===== config.mk =====
export PLATFORM = sky130hd
export DESIGN_NAME = bounded_set_store_unit
export DESIGN_NICKNAME = d
export VERILOG_FILES = /design/src/rtl/core/bss_pkg.sv /design/src/rtl/core/bss_datapath.sv /design/src/rtl/core/bss_ctrl.sv /design/src/rtl/core/bounded_set_store_unit.sv
export SDC_FILE = /design/constraint.sdc
export NUM_CORES = 2
export LEC_CHECK = 0
export BUFFER_PORTS_ARGS = -buffer_cell sky130_fd_sc_hd__buf_2
export CAP_MARGIN = 20
export CORE_UTILIZATION = 56
export CTS_BUF_LIST = sky130_fd_sc_hd__clkbuf_16
export DETAILED_ROUTE_END_ITERATION = 10
export GPL_TIMING_DRIVEN = 0
export PLACE_DENSITY = 0.72
export SYNTH_ARGS = -nofsm -noshare
export SYNTH_HDL_FRONTEND = slang
export SYNTH_SLANG_ARGS = --single-unit

===== constraint.sdc =====
create_clock -name clk -period 14.1 [get_ports clk]
set_clock_uncertainty 0.05 [all_clocks]
set_input_delay 1.41 -clock clk [delete_from_list [all_inputs] [get_ports clk]]
set_output_delay 1.41 -clock clk [all_outputs]
set_load 0.02 [all_outputs]

===== src/rtl/core/bss_pkg.sv =====
// bss_pkg: shared codes and control structs for the bounded set store
// used by bss_ctrl, bss_datapath and bounded_set_store_unit; no dependencies
package bss_pkg;

    // request kinds
    localparam logic [1:0] KIND_ADD    = 2'd0;
    localparam logic [1:0] KIND_REMOVE = 2'd1;
    localparam logic [1:0] KIND_QUERY  = 2'd2;

    // result status codes
    localparam logic [1:0] STATUS_DONE    = 2'd0;
    localparam logic [1:0] STATUS_FULL    = 2'd1;
    localparam logic [1:0] STATUS_DUP     = 2'd2;
    localparam logic [1:0] STATUS_MISSING = 2'd3;

    // field widths
    localparam int ELEM_W  = 32;
    localparam int KIND_W  = 2;
    localparam int OCNT_W  = 7;

    // controller to datapath
    typedef struct packed {
        logic start;   // latch a new request, rewind the scan
        logic scan;    // search pass over the store
        logic shift;   // close the gap after a removed entry
        logic commit;  // update count, append on add, load result
    } bss_cmd_t;

    // datapath to controller
    typedef struct packed {
        logic hit;        // read entry matches the request value
        logic drained;    // no read in flight and no entry left to read
        logic is_remove;  // current request is a remove
    } bss_stat_t;

endpackage


===== src/rtl/core/bss_datapath.sv =====
// bss_datapath: value memory, fill count, scan/shift read pipeline, result register
// depends on bss_pkg
module bss_datapath #(
    parameter int CAPACITY = 64
) (
    input  logic                              clk,
    input  logic                              rst_n,
    input  bss_pkg::bss_cmd_t                 cmd,
    output bss_pkg::bss_stat_t                stat,
    input  logic [bss_pkg::KIND_W-1:0]        in_kind,
    input  logic signed [bss_pkg::ELEM_W-1:0] in_element,
    output logic                              res_present,
    output logic [1:0]                        res_status,
    output logic [bss_pkg::OCNT_W-1:0]        res_count
);
    import bss_pkg::*;

    localparam int CNT_W = $clog2(CAPACITY + 1);
    localparam int IDX_W = (CAPACITY > 1) ? $clog2(CAPACITY) : 1;

    // value memory
    logic [ELEM_W-1:0] mem [CAPACITY];

    logic [KIND_W-1:0]        kind_reg;
    logic signed [ELEM_W-1:0] elem_reg;
    logic [CNT_W-1:0]         count_reg, count_next;
    logic [CNT_W-1:0]         issue_reg, issue_next;
    logic [CNT_W-1:0]         rd_idx_reg, rd_idx_next;
    logic                     rd_vld_reg, rd_vld_next;
    logic                     found_reg, found_next;
    logic [ELEM_W-1:0]        rdata_reg;

    logic                     pres_reg;
    logic [1:0]               status_reg, status_next;
    logic [OCNT_W-1:0]        ocount_reg;

    logic                     re, we;
    logic [IDX_W-1:0]         raddr, waddr;
    logic [ELEM_W-1:0]        wdata;
    logic [CNT_W-1:0]         rd_idx_dec;
    logic [CNT_W+OCNT_W-1:0]  count_wide;

    assign rd_idx_dec = rd_idx_reg - CNT_W'(1);
    assign raddr      = issue_reg[IDX_W-1:0];

    // status toward the controller
    always_comb
    begin
        stat.hit       = rd_vld_reg && (rdata_reg == elem_reg);
        stat.drained   = !rd_vld_reg && (issue_reg >= count_reg);
        stat.is_remove = (kind_reg == KIND_REMOVE);
    end

    // read pipeline shared by the search and the shift pass
    always_comb
    begin
        issue_next  = issue_reg;
        rd_idx_next = rd_idx_reg;
        rd_vld_next = rd_vld_reg;
        found_next  = found_reg;
        re          = 1'b0;
        if (cmd.start)
        begin
            issue_next  = '0;
            rd_vld_next = 1'b0;
            found_next  = 1'b0;
        end
        else if (cmd.scan && stat.hit)
        begin
            // resume reading just past the match for the shift pass
            issue_next  = rd_idx_reg + CNT_W'(1);
            rd_vld_next = 1'b0;
            found_next  = 1'b1;
        end
        else if (cmd.scan || cmd.shift)
        begin
            if (issue_reg < count_reg)
            begin
                re          = 1'b1;
                rd_vld_next = 1'b1;
                rd_idx_next = issue_reg;
                issue_next  = issue_reg + CNT_W'(1);
            end
            else
            begin
                rd_vld_next = 1'b0;
            end
        end
    end

    // commit: status, count update and append; shift-pass write of the moved entry
    always_comb
    begin
        count_next  = count_reg;
        status_next = STATUS_DONE;
        we          = 1'b0;
        waddr       = rd_idx_dec[IDX_W-1:0];
        wdata       = rdata_reg;
        if (cmd.shift && rd_vld_reg)
        begin
            // move entry down by one
            we = 1'b1;
        end
        if (cmd.commit)
        begin
            case (kind_reg)
                KIND_ADD:
                begin
                    if (found_reg)
                    begin
                        status_next = STATUS_DUP;
                    end
                    else if (count_reg >= CNT_W'(CAPACITY))
                    begin
                        status_next = STATUS_FULL;
                    end
                    else
                    begin
                        we         = 1'b1;
                        waddr      = count_reg[IDX_W-1:0];
                        wdata      = elem_reg;
                        count_next = count_reg + CNT_W'(1);
                    end
                end
                KIND_REMOVE:
                begin
                    if (found_reg)
                    begin
                        count_next = count_reg - CNT_W'(1);
                    end
                    else
                    begin
                        status_next = STATUS_MISSING;
                    end
                end
                default:
                begin
                    status_next = STATUS_DONE;
                end
            endcase
        end
    end

    assign count_wide = {{OCNT_W{1'b0}}, count_next};

    // memory ports
    always_ff @(posedge clk)
    begin
        if (we)
        begin
            mem[waddr] <= wdata;
        end
        if (re)
        begin
            rdata_reg <= mem[raddr];
        end
    end

    // control registers
    always_ff @(posedge clk or negedge rst_n)
    begin
        if (!rst_n)
        begin
            count_reg  <= '0;
            rd_vld_reg <= 1'b0;
            issue_reg  <= '0;
            found_reg  <= 1'b0;
        end
        else
        begin
            count_reg  <= count_next;
            rd_vld_reg <= rd_vld_next;
            issue_reg  <= issue_next;
            found_reg  <= found_next;
        end
    end

    // payload registers
    always_ff @(posedge clk)
    begin
        rd_idx_reg <= rd_idx_next;
        if (cmd.start)
        begin
            kind_reg <= in_kind;
            elem_reg <= in_element;
        end
        if (cmd.commit)
        begin
            pres_reg   <= found_reg;
            status_reg <= status_next;
            ocount_reg <= count_wide[OCNT_W-1:0];
        end
    end

    assign res_present = pres_reg;
    assign res_status  = status_reg;
    assign res_count   = ocount_reg;

endmodule


===== src/rtl/core/bss_ctrl.sv =====
// bss_ctrl: request sequencer for the bounded set store, owns both handshakes
// depends on bss_pkg
module bss_ctrl (
    input  logic               clk,
    input  logic               rst_n,
    input  logic               in_valid,
    output logic               in_ready,
    output logic               out_valid,
    input  logic               out_ready,
    input  bss_pkg::bss_stat_t stat,
    output bss_pkg::bss_cmd_t  cmd
);
    import bss_pkg::*;

    localparam logic [1:0] S_IDLE   = 2'd0;
    localparam logic [1:0] S_SCAN   = 2'd1;
    localparam logic [1:0] S_SHIFT  = 2'd2;
    localparam logic [1:0] S_FINISH = 2'd3;

    logic [1:0] state_reg, state_next;
    logic       ovalid_reg, ovalid_next;
    logic       out_free;

    assign out_free = !ovalid_reg || out_ready;
    assign in_ready = (state_reg == S_IDLE);

    // next state and commands
    always_comb
    begin
        state_next = state_reg;
        cmd        = '0;
        case (state_reg)
            S_IDLE:
            begin
                if (in_valid)
                begin
                    cmd.start  = 1'b1;
                    state_next = S_SCAN;
                end
            end
            S_SCAN:
            begin
                cmd.scan = 1'b1;
                if (stat.hit)
                begin
                    state_next = stat.is_remove ? S_SHIFT : S_FINISH;
                end
                else if (stat.drained)
                begin
                    state_next = S_FINISH;
                end
            end
            S_SHIFT:
            begin
                cmd.shift = 1'b1;
                if (stat.drained)
                begin
                    state_next = S_FINISH;
                end
            end
            S_FINISH:
            begin
                if (out_free)
                begin
                    cmd.commit = 1'b1;
                    state_next = S_IDLE;
                end
            end
            default:
            begin
                state_next = S_IDLE;
            end
        endcase
    end

    // result valid flag
    always_comb
    begin
        ovalid_next = ovalid_reg;
        if (cmd.commit)
        begin
            ovalid_next = 1'b1;
        end
        else if (out_ready)
        begin
            ovalid_next = 1'b0;
        end
    end

    always_ff @(posedge clk or negedge rst_n)
    begin
        if (!rst_n)
        begin
            state_reg  <= S_IDLE;
            ovalid_reg <= 1'b0;
        end
        else
        begin
            state_reg  <= state_next;
            ovalid_reg <= ovalid_next;
        end
    end

    assign out_valid = ovalid_reg;

endmodule


===== src/rtl/core/bounded_set_store_unit.sv =====
// bounded_set_store_unit: top level of the bounded set store
// depends on bss_pkg, bss_ctrl and bss_datapath
//
//  channel | dir | signals                    | contents
//  s_      | in  | tvalid tready tdata tuser  | request: kind, element
//  m_      | out | tvalid tready tdata        | result: present, status, count
//
// an item takes longer the larger N, the count held: the search reads one entry per cycle
// through the single read port of the value memory, and a remove that finds its value
// below the last entry then moves each later entry down one per cycle over the same port
// reset clears the count and the handshakes; the memory holds no reset state
// a new item is taken while the previous result waits in the output register;
// a stalled output holds the next item at its final step
module bounded_set_store_unit #(
    parameter int CAPACITY = 64
) (
    input  logic        clk,
    input  logic        rst_n,
    input  logic        s_tvalid,
    output logic        s_tready,
    input  logic [31:0] s_tdata,   // [31:0] element
    input  logic [1:0]  s_tuser,   // [1:0] kind
    output logic        m_tvalid,
    input  logic        m_tready,
    output logic [15:0] m_tdata    // [0] present, [2:1] status, [9:3] count, [15:10] zero
);
    import bss_pkg::*;

    bss_cmd_t          cmd;
    bss_stat_t         stat;
    logic              res_present;
    logic [1:0]        res_status;
    logic [OCNT_W-1:0] res_count;

    bss_ctrl u_ctrl (
        .clk       (clk),
        .rst_n     (rst_n),
        .in_valid  (s_tvalid),
        .in_ready  (s_tready),
        .out_valid (m_tvalid),
        .out_ready (m_tready),
        .stat      (stat),
        .cmd       (cmd)
    );

    bss_datapath #(
        .CAPACITY (CAPACITY)
    ) u_datapath (
        .clk         (clk),
        .rst_n       (rst_n),
        .cmd         (cmd),
        .stat        (stat),
        .in_kind     (s_tuser),
        .in_element  (s_tdata),
        .res_present (res_present),
        .res_status  (res_status),
        .res_count   (res_count)
    );

    // pack the result item
    assign m_tdata = {6'b0, res_count, res_status, res_present};

endmodule


==> metrics <==
status=completed; CTS tree=built; final wirelength=212 mm; post-synthesis cell count=3434; area of the multi-input gates=17900 µm²; FMAX=0.192 GHz; Worst Path Max Fanout=10; number of port buffers=49; GRT Total Usage=0.291; max FFs per register=just over 2000; register bit count reported by yosys=2150; GRT overflow=0; CTS max path bufs=3; Vias=between 30000 and 40000; final setup violation count=0; # IOs=56; Slew Limit Fails=0; Residual DRC=0; Lkg Pwr=0.0294 µW; Placer Congestion=1.06; clk_lat worst skew=0.84 ns; post-synthesis sequential area ratio=0.779; Post-CTS Setup Bufs=0; detailed-route wire length per cell=36.0 µm; Finished Layout Cells=5899; die height=between 300 and 400 µm; Slew @ Worst Pin=1.19 ns; P&R area growth vs syn=14.8%; Crit Path Class=reg2reg; clock sink count=2150; Root Driver=clkbuf_16; Max Cap Viol=0; CTS Buf Count=207; DP Wirelength=around 140 mm; Ys Warns=0; first-pass GRT wire length=297 mm; FP Rows=140; number of flops mapped to enable cells by yosys=about 2100; Initial DRC Count=6171; clock-pin slew on the worst setup and hold paths=0.06 ns; net switching power=about 5300 µW; die width=386 µm; CP endpoint kind=flip-flop; number of global-route vias before repair=39500; Synth Cell Area=82700 µm²; core area=146000 µm²; DR pass1 iterations=6; critical path required time=14.61 ns; hold depth=0; Antenna Nets Post-Route=0; syn_area_per_cell=between 20 and 25 µm²; hold_ws=0.469 ns; share of cells above drive strength 1=0.317; Post-synth ARST share=0.00884; crit share post-route=0.369; nets=3863; initial antenna violation count=4; starting density of the core=0.566; Critical Path AT=about 5.7 ns; crit start category=flip-flop; Hold WC Path Type=reg2reg; Die ar.=149000 µm²; RSZ-0062 raised after global routing=no; register area=64500 µm²; setup_tns=0 ns; reg2reg path depth=7; # resized after CTS=0; clock network power share=0.300; Comb pwr share=0.256; via/cell ratio=6.76; fin util=0.650; Tmin final=5.21 ns; sequential power share=0.444; final hold vios=0; CTS HTree Levels=4; prevailing post-synth register cell=edfxtp_1; switch share=0.293; pin count of the biggest net entering global routing=49; Max VDD drop=0.141 mV; Power Density=189 nW/µm²; Placed Instances=5513; Slew HR=0.205; cell internal pwr=~13000 µW; post-synth cell types=56; filler instances=9055; hold_buf cts=0
[power by group through the flow]
| stage | clock network, µW | logic, µW | registers (µW) |
|---|---|---|---|
| CTS | 5420 | 4550 | 7990 |
| detailed placement | 0 | 4500 | 8120 |
| finish | 5390 | 4600 | 8000 |
| floorplan | 0 | 2640 | 8120 |
| global route | 5660 | 4780 | 8000 |
| global placement | 0 | 4080 | 8220 |
[synth_stat cells, types with 3 or more instances]
cell	n	area share
nor3_1	11	0.00067
buf_2	54	0.0033
or3_1	3	0.00023
and2_1	4	0.00030
nand3b_1	3	0.00027
mux2i_1	7	0.00085
o21ai_0	3	0.00018
inv_1	20	0.00091
a22oi_1	64	0.0058
nand2b_1	11	0.00083
o22ai_1	3	0.00023
nand4_1	16	0.0012
nand2_1	58	0.0026
buf_1	11	0.00050
xnor2_1	28	0.0030
buf_4	15	0.0014
mux2_1	33	0.0045
edfxtp_1	2131	0.77
nor2_1	86	0.0039
a41o_1	4	0.00048
nand3_1	11	0.00067
dfrtp_1	19	0.0057
buf_6	3	0.00041
clkbuf_1	96	0.0044
mux4_2	640	0.17
o21ai_1	6	0.00036
a21oi_1	19	0.0011
xor2_1	20	0.0021
ha_1	16	0.0024
nor2b_1	4	0.00030
[worst paths after layout]
path                                            end                     from  slack, ns
max                        u_datapath.rdata_reg[17]  u_datapath.issue_reg[1]       8.89
min                        u_datapath.rd_idx_reg[2]  u_datapath.issue_reg[2]       0.47
max reg2reg                u_datapath.rdata_reg[17]  u_datapath.issue_reg[1]       8.89
min reg2reg                u_datapath.rd_idx_reg[2]  u_datapath.issue_reg[2]       0.47
max in group asynchronous   u_datapath.count_reg[3]                    rst_n      13.16
min in group asynchronous       u_ctrl.state_reg[0]                    rst_n       0.49
[routing by layer]
metal / share of wire / track usage / vias to the layer above
met1: 0.37 / 0.414 / 21200
li1: - / - / 15500
met3: 0.12 / 0.0762 / 407
met2: 0.46 / 0.436 / 2788
met4: 0.044 / 0.118 / 0
met5: 0 / 0 / -
[worst max-delay path: stages, from the launching register on]
cell,delay (ns)
dfrtp_1,0.64
buf_2,0.63
clkbuf_1,0.83
clkbuf_1,0.79
mux4_2,0.43
mux4_2,0.56
a22oi_1,0.83
nand2_1,0.13
[kinds of logic (layout without fill, tap and decap cells)]
| group | after synthesis | after routing | synth area share |
|---|---|---|---|
| buffers and inverters | 200 | 742 | 0.0108 |
| adders and majority gates | 16 | 16 | 0.00242 |
| xor gates and xnor gates | 48 | 48 | 0.00508 |
| and+or+nand+nor | 226 | 226 | 0.0130 |
| other | 1 | 7 | 0.0000453 |
| AOI/OAI and AO/OA | 111 | 111 | 0.00950 |
| DFF | 2150 | 2150 | 0.779 |
| muxes | 682 | 682 | 0.180 |
[cell usage in the layout (no fill, tap or decap), drive strengths merged, types with 4 or more instances in the layout]
cell type and count:
mux2 35, ha 16, conb 6, nor2b 4, edfxtp 2131, o21ai 9
a21oi 19, xor2 20, clkinvlp 6, clkinv 90, nand3 11, dfrtp 19
and2 4, nor2 86, mux4 640, clkbuf 309, buf 244, nand4 17
bufinv 18, mux2i 7, nor3 12, a41o 4, nand2b 11, nand2 58
a22oi 64, xnor2 28, inv 75
[cell type report]
cell class | instances | share of cell area
Antenna cell | 1 | 0.0000264
Buffer | 179 | 0.00862
Clock buffer | 213 | 0.0561
Clock inverter | 168 | 0.0128
Inverter | 21 | 0.000830
Multi-Input combinational cell | 1089 | 0.188
Sequential cell | 2150 | 0.679
Tap cell | 1917 | 0.0253
Timing Repair Buffer | 161 | 0.0292
[stage by stage]
| stage | worst slack (ns) | instance area, µm² | power [µW] |
|---|---|---|---|
| after floorplan | 9.14 | 82700 | 10800 |
| after global placement | 6.77 | 85400 | 12300 |
| after detailed placement | 8.77 | 88400 | 12600 |
| after CTS | 9.19 | 94900 | 18000 |
| after global routing | 8.89 | 94900 | 18400 |
| final | 8.89 | 95000 | 18000 |
Note: power is estimated with default switching activity, not from simulation.
